[config.mk]
export PLATFORM = sky130hd
export DESIGN_NAME = msgpack_value_encoder_unit
export DESIGN_NICKNAME = d
export VERILOG_FILES = /design/src/mpe_pkg.sv /design/src/msgpack_value_encoder_unit.sv /design/src/mpe_encode.sv /design/src/mpe_serializer.sv
export SDC_FILE = /design/constraint.sdc
export NUM_CORES = 1
export LEC_CHECK = 0
export BUFFER_PORTS_ARGS = -buffer_cell sky130_fd_sc_hd__buf_2
export CORE_ASPECT_RATIO = 2
export CORE_MARGIN = 5
export CORE_UTILIZATION = 55
export DETAILED_ROUTE_END_ITERATION = 8
export GPL_TIMING_DRIVEN = 0
export MAX_ROUTING_LAYER = met4
export PLACE_DENSITY = 0.88
export SYNTH_ARGS = -nofsm -noshare
export SYNTH_HDL_FRONTEND = slang
export SYNTH_SLANG_ARGS = --single-unit
[constraint.sdc]
create_clock -name clk -period 7.65 [get_ports clk]
set_input_delay 0.3825 -clock clk [delete_from_list [all_inputs] [get_ports clk]]
set_output_delay 0.3825 -clock clk [all_outputs]
set_load 0.01 [all_outputs]
[src/mpe_pkg.sv]
// Package for the MessagePack value encoder: kind codes, format bytes and the encoded-item type.
package mpe_pkg;

    // Kind codes carried on the input channel.
    localparam logic [2:0] KIND_BOOL   = 3'd0;
    localparam logic [2:0] KIND_INT    = 3'd1;
    localparam logic [2:0] KIND_FLT32  = 3'd2;
    localparam logic [2:0] KIND_FLT64  = 3'd3;
    localparam logic [2:0] KIND_STR    = 3'd4;
    localparam logic [2:0] KIND_MAP    = 3'd5;
    localparam logic [2:0] KIND_ARRAY  = 3'd6;
    localparam logic [2:0] KIND_RAW    = 3'd7;

    // MessagePack format bytes.
    localparam logic [7:0] FMT_FALSE    = 8'hc2;
    localparam logic [7:0] FMT_TRUE     = 8'hc3;
    localparam logic [7:0] FMT_FLT32    = 8'hca;
    localparam logic [7:0] FMT_FLT64    = 8'hcb;
    localparam logic [7:0] FMT_UINT8    = 8'hcc;
    localparam logic [7:0] FMT_UINT16   = 8'hcd;
    localparam logic [7:0] FMT_UINT32   = 8'hce;
    localparam logic [7:0] FMT_UINT64   = 8'hcf;
    localparam logic [7:0] FMT_INT8     = 8'hd0;
    localparam logic [7:0] FMT_INT16    = 8'hd1;
    localparam logic [7:0] FMT_INT32    = 8'hd2;
    localparam logic [7:0] FMT_INT64    = 8'hd3;
    localparam logic [7:0] FMT_STR8     = 8'hd9;
    localparam logic [7:0] FMT_STR16    = 8'hda;
    localparam logic [7:0] FMT_STR32    = 8'hdb;
    localparam logic [7:0] FMT_ARRAY16  = 8'hdc;
    localparam logic [7:0] FMT_ARRAY32  = 8'hdd;
    localparam logic [7:0] FMT_MAP16    = 8'hde;
    localparam logic [7:0] FMT_MAP32    = 8'hdf;
    localparam logic [7:0] FMT_FIXSTR   = 8'ha0;
    localparam logic [7:0] FMT_FIXMAP   = 8'h80;
    localparam logic [7:0] FMT_FIXARRAY = 8'h90;

    // One encoded item: the leading byte, the trailing bytes packed from the
    // top of the word, and how many trailing bytes follow (0 to 8).
    typedef struct packed {
        logic [7:0]  head;
        logic [63:0] body;
        logic [3:0]  nbytes;
    } enc_t;

endpackage

[src/msgpack_value_encoder_unit.sv]
// Top level of the MessagePack value encoder: input register, encoder and byte serializer.
//
//   Channel | Handshake            | Payload
//   --------+----------------------+------------------------------
//   input   | in_valid / in_ready  | kind[2:0], value[63:0]
//   output  | out_valid / out_ready| out_byte[7:0], last
//
// An accepted item waits in the input register until the serializer can take
// it, is encoded by a short block of compares and a byte mux, and is loaded
// into the serializer's frame register, which drives the first byte out.
// Each item occupies the output for its head byte and n trailing bytes, where
// n is 0, 1, 2, 4 or 8 as set by its MessagePack form; single-byte items flow
// at one item per cycle while out_ready is held high. While a multi-byte item
// drains, the input register takes one more item and in_ready then stays low
// until the last byte is taken.
// Reset clears only the valid flags and the byte count; the data registers
// carry no reset. A stalled output freezes the serializer and a full input
// register.
module msgpack_value_encoder_unit
(
    input  logic        clk,
    input  logic        rst_n,
    input  logic        in_valid,
    output logic        in_ready,
    input  logic [2:0]  kind,
    input  logic [63:0] value,
    output logic        out_valid,
    input  logic        out_ready,
    output logic [7:0]  out_byte,
    output logic        last
);

    // Input register: one item deep, emptied whenever the serializer can
    // take a new frame.
    logic          in_vld_reg;
    logic          in_vld_next;
    logic [2:0]    kind_reg;
    logic [63:0]   value_reg;
    logic          ser_ready;
    mpe_pkg::enc_t enc;

    // The input slot frees when its item moves into the serializer in the
    // same cycle, so single-byte items stream without a bubble.
    assign in_ready = !in_vld_reg || ser_ready;

    always_comb
    begin
        in_vld_next = in_vld_reg;
        if (in_ready)
        begin
            in_vld_next = in_valid;
        end
    end

    always_ff @(posedge clk or negedge rst_n)
    begin
        if (!rst_n)
        begin
            in_vld_reg <= 1'b0;
        end
        else
        begin
            in_vld_reg <= in_vld_next;
        end
    end

    always_ff @(posedge clk)
    begin
        if (in_ready)
        begin
            kind_reg  <= kind;
            value_reg <= value;
        end
    end

    // Pick the MessagePack form and lay out the bytes of the frame.
    mpe_encode u_encode
    (
        .kind  (kind_reg),
        .value (value_reg),
        .enc   (enc)
    );

    // Holds the frame and hands out one byte per accepted output item,
    // marking the final one.
    mpe_serializer u_serializer
    (
        .clk        (clk),
        .rst_n      (rst_n),
        .load_valid (in_vld_reg),
        .load_ready (ser_ready),
        .enc        (enc),
        .out_valid  (out_valid),
        .out_ready  (out_ready),
        .out_byte   (out_byte),
        .last       (last)
    );

endmodule

[src/mpe_encode.sv]
// Combinational encoder: turns one kind/value pair into its MessagePack byte frame.
module mpe_encode
(
    input  logic [2:0]   kind,
    input  logic [63:0]  value,
    output mpe_pkg::enc_t enc
);

    logic signed [63:0] sval;
    logic [7:0]         head;
    logic [3:0]         nbytes;

    assign sval = $signed(value);

    always_comb
    begin
        head   = mpe_pkg::FMT_FALSE;
        nbytes = 4'd0;
        unique case (kind) inside
            mpe_pkg::KIND_BOOL:
            begin
                head = (value != 64'd0) ? mpe_pkg::FMT_TRUE : mpe_pkg::FMT_FALSE;
            end
            mpe_pkg::KIND_INT:
            begin
                if (sval < -64'sd2147483648)
                begin
                    head   = mpe_pkg::FMT_INT64;
                    nbytes = 4'd8;
                end
                else if (sval < -64'sd32768)
                begin
                    head   = mpe_pkg::FMT_INT32;
                    nbytes = 4'd4;
                end
                else if (sval < -64'sd128)
                begin
                    head   = mpe_pkg::FMT_INT16;
                    nbytes = 4'd2;
                end
                else if (sval < -64'sd32)
                begin
                    head   = mpe_pkg::FMT_INT8;
                    nbytes = 4'd1;
                end
                else if (sval < 64'sd128)
                begin
                    head = value[7:0];
                end
                else if (sval < 64'sd256)
                begin
                    head   = mpe_pkg::FMT_UINT8;
                    nbytes = 4'd1;
                end
                else if (sval < 64'sd65536)
                begin
                    head   = mpe_pkg::FMT_UINT16;
                    nbytes = 4'd2;
                end
                else if (sval < 64'sd4294967296)
                begin
                    head   = mpe_pkg::FMT_UINT32;
                    nbytes = 4'd4;
                end
                else
                begin
                    head   = mpe_pkg::FMT_UINT64;
                    nbytes = 4'd8;
                end
            end
            mpe_pkg::KIND_FLT32:
            begin
                head   = mpe_pkg::FMT_FLT32;
                nbytes = 4'd4;
            end
            mpe_pkg::KIND_FLT64:
            begin
                head   = mpe_pkg::FMT_FLT64;
                nbytes = 4'd8;
            end
            mpe_pkg::KIND_STR:
            begin
                if (value < 64'd32)
                begin
                    head = mpe_pkg::FMT_FIXSTR | value[7:0];
                end
                else if (value < 64'd256)
                begin
                    head   = mpe_pkg::FMT_STR8;
                    nbytes = 4'd1;
                end
                else if (value < 64'd65536)
                begin
                    head   = mpe_pkg::FMT_STR16;
                    nbytes = 4'd2;
                end
                else
                begin
                    head   = mpe_pkg::FMT_STR32;
                    nbytes = 4'd4;
                end
            end
            mpe_pkg::KIND_MAP, mpe_pkg::KIND_ARRAY:
            begin
                if (value < 64'd16)
                begin
                    head = ((kind == mpe_pkg::KIND_MAP) ? mpe_pkg::FMT_FIXMAP
                                                        : mpe_pkg::FMT_FIXARRAY)
                           | value[7:0];
                end
                else if (value < 64'd65536)
                begin
                    head   = (kind == mpe_pkg::KIND_MAP) ? mpe_pkg::FMT_MAP16
                                                         : mpe_pkg::FMT_ARRAY16;
                    nbytes = 4'd2;
                end
                else
                begin
                    head   = (kind == mpe_pkg::KIND_MAP) ? mpe_pkg::FMT_MAP32
                                                         : mpe_pkg::FMT_ARRAY32;
                    nbytes = 4'd4;
                end
            end
            default:
            begin
                head = value[7:0];
            end
        endcase
    end

    // Trailing bytes are the low nbytes of the operand, packed to the top.
    always_comb
    begin
        enc.head   = head;
        enc.nbytes = nbytes;
        case (nbytes)
            4'd1:    enc.body = {value[7:0],  56'd0};
            4'd2:    enc.body = {value[15:0], 48'd0};
            4'd4:    enc.body = {value[31:0], 32'd0};
            4'd8:    enc.body = value;
            default: enc.body = 64'd0;
        endcase
    end

endmodule

[src/mpe_serializer.sv]
// Output stage: holds one encoded frame and shifts it out a byte at a time.
module mpe_serializer
(
    input  logic          clk,
    input  logic          rst_n,
    input  logic          load_valid,
    output logic          load_ready,
    input  mpe_pkg::enc_t enc,
    output logic          out_valid,
    input  logic          out_ready,
    output logic [7:0]    out_byte,
    output logic          last
);

    logic [71:0] frame_reg;
    logic [71:0] frame_next;
    logic [3:0]  rem_reg;
    logic [3:0]  rem_next;
    logic        valid_reg;
    logic        valid_next;
    logic        take;

    assign take       = valid_reg && out_ready;
    assign load_ready = !valid_reg || (take && (rem_reg == 4'd0));

    always_comb
    begin
        frame_next = frame_reg;
        rem_next   = rem_reg;
        valid_next = valid_reg;
        if (load_ready)
        begin
            frame_next = {enc.head, enc.body};
            rem_next   = enc.nbytes;
            valid_next = load_valid;
        end
        else if (take)
        begin
            frame_next = {frame_reg[63:0], 8'd0};
            rem_next   = rem_reg - 4'd1;
        end
    end

    always_ff @(posedge clk or negedge rst_n)
    begin
        if (!rst_n)
        begin
            valid_reg <= 1'b0;
            rem_reg   <= 4'd0;
        end
        else
        begin
            valid_reg <= valid_next;
            rem_reg   <= rem_next;
        end
    end

    always_ff @(posedge clk)
    begin
        frame_reg <= frame_next;
    end

    assign out_valid = valid_reg;
    assign out_byte  = frame_reg[71:64];
    assign last      = (rem_reg == 4'd0);

endmodule

==> results of run 1 <==
==> kinds of logic (layout without fill, tap and decap cells) <==
| kind of cell | after synthesis | in the layout | synth area share (%) |
|---|---|---|---|
| simple gates | 253 | 253 | 18.2 |
| flops | 145 | 145 | 63.4 |
| compound gates | 134 | 134 | 14.4 |
| buf+inv | 54 | 171 | 3.56 |
| fa+ha+maj | 1 | 1 | 0.183 |
| xor+xnor | 1 | 1 | 0.128 |
| mux | 1 | 1 | 0.147 |
==> cell usage after synthesis, types with 8 or more instances <==
master / instances
buf_4: 8
edfxtp_1: 139
nand2_1: 76
clkbuf_1: 34
and3_1: 10
o22ai_1: 9
nand3_1: 33
a21oi_1: 14
o21ai_0: 30
nor4_1: 15
nand4_1: 19
nor2_1: 67
inv_1: 8
a221oi_1: 32
a22oi_1: 9
==> critical path, cell delays in order, from the launching register on <==
cell and delay, ps:
dfrtp_1 420, nor2b_1 410, inv_4 110, buf_16 250, nand2_1 250, clkbuf_1 500, nand2_2 500, buf_12 340
buf_2 180
==> per-layer routing <==
metal,global-route usage (%),routed length (um)
met3,6.98,1880
met1,33.2,7330
met4,25.1,2160
met5,-,0
met2,56.8,12600
==> how the worst max path moves through the flow <==
stage          slack, ps                          to
6_report            3810                    in_ready
5_1_grt             3710                    in_ready
4_1_cts             3820  u_serializer.frame_reg[71]
3_5_place_dp        3820  u_serializer.frame_reg[71]
3_3_place_gp        1110                    in_ready
2_1_floorplan       3110                 kind_reg[0]
==> timing repair <==
item / in CTS / in global routing
setup endpoints to repair: 0 / 0
endpoints found under the hold margin: 6 / 0
hold buffers: 1 / 0
gates resized for setup: 0 / 0
==> power by group <==
| part | internal [mW] | switching (mW) |
|---|---|---|
| sequential | 1.05 | 0.134 |
| clock | 0.458 | 0.358 |
| combinational | 0.156 | 0.329 |
==> cell type report <==
cell class	instances	area [um^2]	share of cell area, %
tap	147	184	2.28
inverter	8	32.5	0.403
multi-input combinational	390	2270	28.1
sequential	145	4320	53.6
buffer	46	213	2.64
clock buffer	17	425	5.27
clock inverter	15	154	1.91
timing repair buffer	85	470	5.83
==> impl_metrics.env, run 1 <==
export IMPL_critPathLaunchType="register"
export IMPL_place_inst=819
export IMPL_gp_congestion=1.00
export IMPL_worst_hold_slack_ps=123
export IMPL_die_y_um=168
export IMPL_mostFrequentLayoutCells="139 x edfxtp_1, 83 x buf_2, 75 x nand2_1"
export IMPL_clk_path_buf_depth=2
export IMPL_worstHoldEndpoint="value_reg[15]"
export IMPL_drtAntennaViolNets=0
export IMPL_grt_pass1_wl_um=34700
export IMPL_synth_top_area_share_pct=61.2
export IMPL_required_ps=7270
export IMPL_core_area_um2=12200
export IMPL_fp_row_count=57
export IMPL_die_w_um=88.8
export IMPL_firstDrtPassIters=6
export IMPL_dp_hpwl_um=17400
export IMPL_synth_edf_count=139
export IMPL_arrival_ps=3450
export IMPL_overflow=0
export IMPL_cts_tree="built"
export IMPL_cap_violations=0
export IMPL_min_from="value[15]"
export IMPL_hp_class="in2reg"
export IMPL_syn_area_um2=6820
export IMPL_grt_max_degree=73
export IMPL_start_util_pct=56.0
export IMPL_synth_seq_cells=145
export IMPL_syn_inst=589
export IMPL_yosysWarningCount=0
export IMPL_setup_viol=0
export IMPL_nets=765
export IMPL_power_mw=2.49
export IMPL_powerDensity_nw_per_um2=308
export IMPL_clk_latency_ps=430
export IMPL_status="complete, no violations"
export IMPL_max_slew_margin_pct=34.3
export IMPL_worst_pin_slew_ps=982
export IMPL_crit_path_max_fanout=72
export IMPL_worst_r2r_path_depth=8
export IMPL_cts_setup_buffers=0
export IMPL_ctsRootBufferMaster="clkbuf_16"
export IMPL_syn_nets=661
export IMPL_drt_iter0_drc=656
export IMPL_wl_um=24000
export IMPL_yosysSeqAreaShare_pct=63.4
export IMPL_cts_buffers=17
export IMPL_syn_mean_instance_area_um2=11.6
export IMPL_via_per_inst=6.74
export IMPL_clkSlewWorstSetupHoldPaths_ps=70
export IMPL_fin_cells=853
export IMPL_min_path_cells=1
export IMPL_crit_start="u_serializer.out_valid"
export IMPL_yosys_area_top_type="edfxtp_1"
export IMPL_synthTopCellsByArea="edfxtp_1 61%, nand2_1 4.2%, a221oi_1 4.1%"
export IMPL_vdd_ir_drop_max_v=0.000264
export IMPL_io_pins=82
export IMPL_leakagePower_nw=2.94
export IMPL_drc=0
export IMPL_dieArea_um2=14900
export IMPL_cp_end_kind="output port"
export IMPL_grt_pass1_vias=5865
export IMPL_finalMaxSlewViolations=0
export IMPL_place_ws_ps=3820
export IMPL_syn_to_final_growth_pct=18.2
export IMPL_antenna_cells=0
export IMPL_synth_ff_type="edfxtp_1"
export IMPL_worst_slack_ps=3810
export IMPL_fin_area_um2=8070
export IMPL_r2r_end="u_serializer.frame_reg[61]"
export IMPL_fin_skew_ps=15.2
export IMPL_drive_above_1_share_pct=20.3
export IMPL_routedWlPerCell_um=28.2
export IMPL_max_freq_ghz=0.261
export IMPL_largest_reg_flops=72
export IMPL_period_minus_slack_ps=3840
export IMPL_clock_sinks=145
export IMPL_fin_util_pct=66.2
export IMPL_crit_type="reg2out"
export IMPL_port_buffers=81
export IMPL_vias=5753
export IMPL_rr_startpoint="value_reg[39]"
export IMPL_hold_viol=0
export IMPL_period_share_pct=50.2
export IMPL_grt_total_usage_pct=34.0
export IMPL_async_flop_share_pct=4.14
export IMPL_finalSetupTns_ps=0
export IMPL_htree_num_levels=4
export IMPL_placed_cell_area_um2=7470
export IMPL_layout_commonest_cell="edfxtp_1"
export IMPL_synthDistinctLibCells=55
export IMPL_antenna_found_initial=0
export IMPL_rsz0062_at_grt="no"
export IMPL_fillCellCount=914
export IMPL_reg2reg_slack_ps=4170
Power figures use the tool's default switching activity.
==> run 2, diff against run 1 <==
Settings changed: ABC_AREA set to 1, CORE_UTILIZATION 55 to 53.
Clock period 7.65 ns to 3.3 ns, I/O delays scaled along.
==> run 2 against run 1 <==
  * Sequential power rose by 140%
  * Highest routed layer unchanged
  * Count of clock-buffer cells in the layout did not move
  * Die area rose by 7.2%
  * Non-clock buffer count rose by 57
  * Global-route usage fell by 2.2 points
  * Largest power group unchanged
  * Register-to-register slack got worse by 3600 ps
  * Hold slack got worse by 31 ps
  * Combinational power rose to 3.3 times the previous value
  * Power rose to 2.6 times the previous value
  * Clock skew fell by 6.9 ps
==> impl_metrics.env, run 2 <==
export IMPL_status="complete, no violations"
export IMPL_hp_class="in2async"
export IMPL_start_util_pct=54.3
export IMPL_sw_frac_of_total_pct=36.0
export IMPL_r2r_end="u_serializer.frame_reg[62]"
export IMPL_htree_num_levels=4
export IMPL_slowest_delay_ps=350
export IMPL_die_w_um=91.8
export IMPL_overflow=0
export IMPL_period_share_pct=93.6
export IMPL_rsz0062_at_grt="no"
export IMPL_ctsRootBufferMaster="clkbuf_16"
export IMPL_layout_commonest_cell="nand2_1"
export IMPL_fillCellCount=953
export IMPL_synth_seq_cells=145
export IMPL_setup_viol=0
export IMPL_wl_um=24400
export IMPL_place_ws_ps=-321
export IMPL_internal_power_mw=4.06
export IMPL_die_y_um=174
export IMPL_synthTopCellsByArea="edfxtp_1 59%, nand2_1 16%, nor2_1 4.7%"
export IMPL_syn_to_final_growth_pct=26.4
export IMPL_comb_power_share_pct=25.5
export IMPL_drt_iter0_drc=845
export IMPL_clk_path_buf_depth=2
export IMPL_crit_path_max_fanout=35
export IMPL_synth_top_area_share_pct=58.8
export IMPL_yosysSeqAreaShare_pct=61.0
export IMPL_place_inst=997
export IMPL_drtAntennaViolNets=0
export IMPL_fp_row_count=59
export IMPL_crit_start="u_serializer.rem_reg[0]"
export IMPL_period_minus_slack_ps=3090
export IMPL_clkSlewWorstSetupHoldPaths_ps=70
export IMPL_synth_top_family_by_area="simple AND/OR/NAND/NOR gates"
export IMPL_critPathCapture="in_ready"
export IMPL_mostFrequentLayoutCells="294 x nand2_1, 139 x edfxtp_1, 91 x buf_2"
export IMPL_drc=0
export IMPL_required_ps=3130
export IMPL_powerDensity_nw_per_um2=708
export IMPL_synth_xor_area_share_pct=0.247
export IMPL_yosys_area_top_type="edfxtp_1"
export IMPL_path_cells="inv_1 > ha_1 > nand3_1 > inv_1 > nor2_1 > nor2_2 > inv_1 > buf_4 > buf_2 > nand2_8 > buf_2"
export IMPL_dp_hpwl_um=15600
export IMPL_async_flop_share_pct=4.14
export IMPL_cts_buffers=17
export IMPL_cts_tree="built"
export IMPL_drive_above_1_share_pct=16.9
export IMPL_power_mw=6.34
export IMPL_rr_startpoint="value_reg[37]"
export IMPL_vdd_ir_drop_max_v=0.000523
export IMPL_max_slew_margin_pct=34.1
export IMPL_synth_area_mux_share_pct=0
export IMPL_fin_util_pct=68.6
export IMPL_yosys_area_share_simple_pct=26.7
export IMPL_core_area_um2=13100
export IMPL_worst_slack_ps=213
export IMPL_yosysWarningCount=0
export IMPL_clk_latency_ps=430
export IMPL_slowest_stage="buf_2"
export IMPL_synthDistinctLibCells=36
export IMPL_grt_max_degree=79
export IMPL_via_per_inst=5.84
export IMPL_nets=1006
export IMPL_reg2reg_slack_ps=540
export IMPL_max_freq_ghz=0.324
export IMPL_worst_pin_slew_ps=989
export IMPL_largest_reg_flops=72
export IMPL_syn_nets=836
export IMPL_critPathLaunchType="register"
export IMPL_synth_fa_ha_area_share_pct=0.176
export IMPL_synth_edf_count=139
export IMPL_dieArea_um2=15900
export IMPL_crit_type="reg2out"
export IMPL_syn_mean_instance_area_um2=9.28
export IMPL_syn_area_um2=7090
export IMPL_arrival_ps=2920
export IMPL_synth_ff_type="edfxtp_1"
export IMPL_cap_violations=0
export IMPL_gp_congestion=1.03
export IMPL_firstDrtPassIters=8
export IMPL_clkPwrFrac_pct=28.9
export IMPL_yosysMostFrequentCell="nand2_1"
export IMPL_grt_pass1_wl_um=36300
export IMPL_routedWlPerCell_um=22.2
export IMPL_finalMaxSlewViolations=0
export IMPL_clock_sinks=145
export IMPL_seqPwrFrac_pct=45.6
export IMPL_p_switching_mw=2.28
export IMPL_port_buffers=81
export IMPL_synth_compound_area_share_pct=6.47
export IMPL_vias=6424
export IMPL_grt_total_usage_pct=31.8
export IMPL_cp_end_kind="output port"
export IMPL_hold_viol=0
export IMPL_leakagePower_nw=3.85
export IMPL_fin_cells=1100
export IMPL_fin_skew_ps=8.35
export IMPL_antenna_found_initial=1
export IMPL_io_pins=82
export IMPL_grt_pass1_vias=6393
export IMPL_syn_inst=764
export IMPL_synth_commonest_cells="295 x nand2_1, 139 x edfxtp_1, 89 x nor2_1"
export IMPL_crit_path_frequent_cell="inv_1"
export IMPL_worst_r2r_path_depth=15
==> run 2: cell count changes in the layout (fill, tap and decap cells not counted), moves of 10 or more <==
cell,change
nor2_1,+21
clkbuf_1,-25
o21ai_0,-10
nand3_1,+27
nor4_1,-14
nand2_1,+219
inv_1,+29
a221oi_1,-32
dlygate4sd3_1,+68
nand4_1,-15
and3_1,-10
==> run 2: how the worst min path moves through the flow <==
stage	to	slack (ps)	cells after the start
2_1_floorplan	in_vld_reg	-130	0
3_5_place_dp	u_serializer.rem_reg[0]	-0.7	1
5_1_grt	u_serializer.rem_reg[0]	110	2
3_3_place_gp	u_serializer.rem_reg[0]	-6	1
6_report	u_serializer.rem_reg[0]	90	2
4_1_cts	u_serializer.rem_reg[0]	110	2
==> run 2: kinds of logic (layout without fill, tap and decap cells) <==
logic type,after synthesis,after routing
DFF,145,145
xor gates and xnor gates,2,2
buffers and inverters,76,258
AOI/OAI and AO/OA,73,73
and+or+nand+nor,467,468
other,0,1
adders and majority gates,1,1
==> run 2: timing repair <==
item,in CTS,in global routing
cloned,0,1
endpoints found under the hold margin,74,0
endpoints found under the setup margin,69,1
buffers inserted,0,0
pin swaps,0,1
hold buffers,69,0
gates resized for setup,2,1
==> run 2: final cells by class <==
class	instances	area (um^2)	share of cell area (%)
flip-flops and latches	145	4320	48.2
multi-input cells	544	2410	26.9
repair buffers	150	1100	12.2
clock buffers	17	425	4.75
plain buffers	38	241	2.69
well taps	152	190	2.12
inverters	38	145	1.62
clock inverters	15	124	1.38
diodes	1	2.50	0.0279
==> run 2: per-layer routing <==
metal	up-vias	global-route usage, %	routed length (um)
met5	-	-	0
li1	2892	-	-
met2	439	53.8	12500
met3	134	6.30	2110
met1	2959	32.5	7600
met4	0	22.0	2110
==> run 2: worst max-delay path, delay by kind of cell, from the launching register on <==
family / cells / cell delay (ps)
simple gates: 4 / 830
fa+ha+maj: 1 / 220
buf+inv: 6 / 1040
flops: 1 / 340
==> run 2: through the flow <==
| stage | cell area, um^2 | hold WS [ps] | setup TNS (ps) |
|---|---|---|---|
| after CTS | 8950 | 107 | 0 |
| after global routing | 8960 | 112 | 0 |
| after detailed placement | 7690 | -0.654 | -16570 |
| final | 8960 | 91.6 | 0 |
| after floorplan | 7100 | -131 | 0 |
| after global placement | 7690 | -6.02 | -11640 |
==> run 2: power by group through the flow <==
stage               logic, mW  clock network (mW)  registers [mW]
floorplan                1.03                   0            2.73
global placement         1.44                   0            2.90
finish                   1.62                1.83            2.90
detailed placement       1.46                   0            2.90
global route             1.76                1.92            2.91
CTS                      1.55                1.81            2.86
==> run 3, diff against run 2 <==
--- a/config.mk
+++ b/config.mk
@@ -11,4 +11,5 @@
 export CORE_MARGIN = 5
 export CORE_UTILIZATION = 53
+export CTS_CLUSTER_DIAMETER = 60
 export DETAILED_ROUTE_END_ITERATION = 8
 export GPL_TIMING_DRIVEN = 0
==> constraint.sdc (replaced) <==
create_clock -name clk -period 3.3 [get_ports clk]
set_input_delay 0.33 -clock clk [delete_from_list [all_inputs] [get_ports clk]]
set_output_delay 0.33 -clock clk [all_outputs]
set_load 0.01 [all_outputs]
==> run 3 against run 2 <==
  * Via count down 7.4%
  * First-iteration DRC count down 11%
  * Clock power about the same
  * Hold slack worse by 16 ps
  * Cell area down 7.6%
  * Register-to-register slack better by 150 ps
  * Fmax down 0.35%
  * Critical path type unchanged
  * Largest cell class unchanged
  * Highest routed layer unchanged
==> impl_metrics.env, run 3 (same netlist as run 2, synthesis figures left out) <==
export IMPL_status="complete, no violations"
export IMPL_crit_path_frequent_cell="inv_1"
export IMPL_overflow=0
export IMPL_start_util_pct=54.3
export IMPL_layout_commonest_cell="nand2_1"
export IMPL_grt_total_usage_pct=29.0
export IMPL_crit_type="reg2out"
export IMPL_gp_congestion=1.03
export IMPL_path_cells="inv_1 > ha_1 > nand3_1 > inv_1 > nor2_2 > nor2_2 > inv_1 > buf_4 > buf_2 > nand2_8 > buf_2"
export IMPL_cp_end_kind="output port"
export IMPL_max_slew_margin_pct=36.0
export IMPL_hp_class="in2reg"
export IMPL_routedWlPerCell_um=21.0
export IMPL_wl_um=21700
export IMPL_vdd_ir_drop_max_v=0.000488
export IMPL_fin_skew_ps=9.50
export IMPL_hold_viol=0
export IMPL_drc=0
export IMPL_worst_hold_slack_ps=75.1
export IMPL_period_minus_slack_ps=3100
export IMPL_grt_pass1_wl_um=33200
export IMPL_critPathTopFamily="buffers and inverters"
export IMPL_max_freq_ghz=0.323
export IMPL_fp_row_count=59
export IMPL_grt_max_degree=79
export IMPL_drt_iter0_drc=755
export IMPL_firstDrtPassIters=6
export IMPL_period_share_pct=93.9
export IMPL_crit_path_max_fanout=35
export IMPL_drive_above_1_share_pct=18.3
export IMPL_syn_to_final_growth_pct=16.8
export IMPL_drtAntennaViolNets=0
export IMPL_clk_latency_ps=430
export IMPL_mostFrequentLayoutCells="294 x nand2_1, 139 x edfxtp_1, 91 x buf_2"
export IMPL_powerDensity_nw_per_um2=749
export IMPL_worst_path_buf_inv=6
export IMPL_cts_tree="built"
export IMPL_cap_violations=0
export IMPL_cts_buffers=17
export IMPL_setup_viol=0
export IMPL_largest_reg_flops=72
export IMPL_fillCellCount=1061
export IMPL_cts_setup_buffers=0
export IMPL_worst_slack_ps=202
export IMPL_port_buffers=81
export IMPL_required_ps=2970
export IMPL_clock_sinks=145
export IMPL_core_area_um2=13100
export IMPL_slowest_stage="buf_2"
export IMPL_place_ws_ps=-486
export IMPL_nets=938
export IMPL_critPathLaunchType="register"
export IMPL_slowest_delay_ps=350
export IMPL_dp_hpwl_um=15600
export IMPL_antenna_found_initial=0
export IMPL_clkSlewWorstSetupHoldPaths_ps=70
export IMPL_finalMaxSlewViolations=0
export IMPL_dieArea_um2=15900
export IMPL_leakagePower_nw=3.56
export IMPL_grt_pass1_vias=6082
export IMPL_worst_pin_slew_ps=960
export IMPL_fin_util_pct=63.4
export IMPL_vias=5948
export IMPL_die_y_um=174
export IMPL_clk_path_buf_depth=2
export IMPL_arrival_ps=2770
export IMPL_io_pins=82
export IMPL_via_per_inst=5.77
export IMPL_rsz0062_at_grt="no"
export IMPL_htree_num_levels=4
export IMPL_ctsRootBufferMaster="clkbuf_16"
export IMPL_die_w_um=91.8
export IMPL_antenna_cells=0
==> run 3: cell count changes in the layout (fill, tap and decap cells not counted) <==
cell	before	now
nor2_2	6	7
nor2_1	88	87
dlygate4sd3_1	69	1
diode_2	1	0
==> run 3: worst paths after layout <==
path	startpoint	endpoint	slack (ps)	cells past startpoint
hold / removal	value[38]	value_reg[38]	80	1
hold reg to reg	u_serializer.frame_reg[49]	u_serializer.frame_reg[57]	520	2
setup reg to reg	u_serializer.rem_reg[0]	value_reg[23]	690	10
setup / recovery	u_serializer.rem_reg[0]	in_ready	200	11
max in group asynchronous	rst_n	u_serializer.rem_reg[2]	2890	2
min in group asynchronous	rst_n	u_serializer.rem_reg[0]	260	2
==> run 3: report_power, final <==
part / switching [mW] / internal [mW] / total (mW)
logic: 1.03 / 0.498 / 1.52
clock network: 0.819 / 0.985 / 1.80
registers: 0.351 / 2.53 / 2.88
total: 2.20 / 4.01 / 6.21
==> run 3: what timing repair did <==
| item | in CTS | in global routing |
|---|---|---|
| pin swaps | 1 | 0 |
| hold endpoints to repair | 6 | 0 |
| endpoints found under the setup margin | 69 | 1 |
| gates resized for setup | 3 | 1 |
| hold buffers | 1 | 0 |
| gates cloned | 1 | 0 |
==> run 3: worst register-to-register path, cell delays in order (launching register included) <==
cell and delay, ps:
dfrtp_1 380, inv_1 90, ha_1 190, nand3_1 90, inv_1 80, nor2_2 70
nor2_2 340, inv_1 130, buf_4 210, buf_2 250, nand2_4 420
==> run 3: final cells by class <==
class | count | area, um^2 | area share, %
buffer | 38 | 241 | 2.92
clock buffer | 17 | 425 | 5.14
clock inverter | 15 | 124 | 1.50
inverter | 38 | 145 | 1.75
multi-input combinational | 544 | 2420 | 29.2
sequential | 145 | 4320 | 52.2
tap | 152 | 190 | 2.30
timing repair buffer | 82 | 415 | 5.02
==> run 3: per-layer routing <==
metal | up-vias | share of wire, % | global-route usage [%]
met5 | - | 0 | -
met4 | 0 | 10 | 24.5
met3 | 128 | 6.6 | 4.34
met2 | 327 | 51 | 48.2
met1 | 2735 | 32 | 29.2
li1 | 2758 | - | -
==> run 3: through the flow <==
step / instance area, um^2 / cells / power, mW / TNS [ps]
2_1_floorplan: 7100 / 764 / 3.76 / 0
5_1_grt: 8280 / 1031 / 6.49 / 0
3_5_place_dp: 7690 / 997 / 4.37 / -16730
6_report: 8280 / 1031 / 6.21 / 0
3_3_place_gp: 7690 / 997 / 4.33 / -11810
4_1_cts: 8280 / 1031 / 6.18 / 0
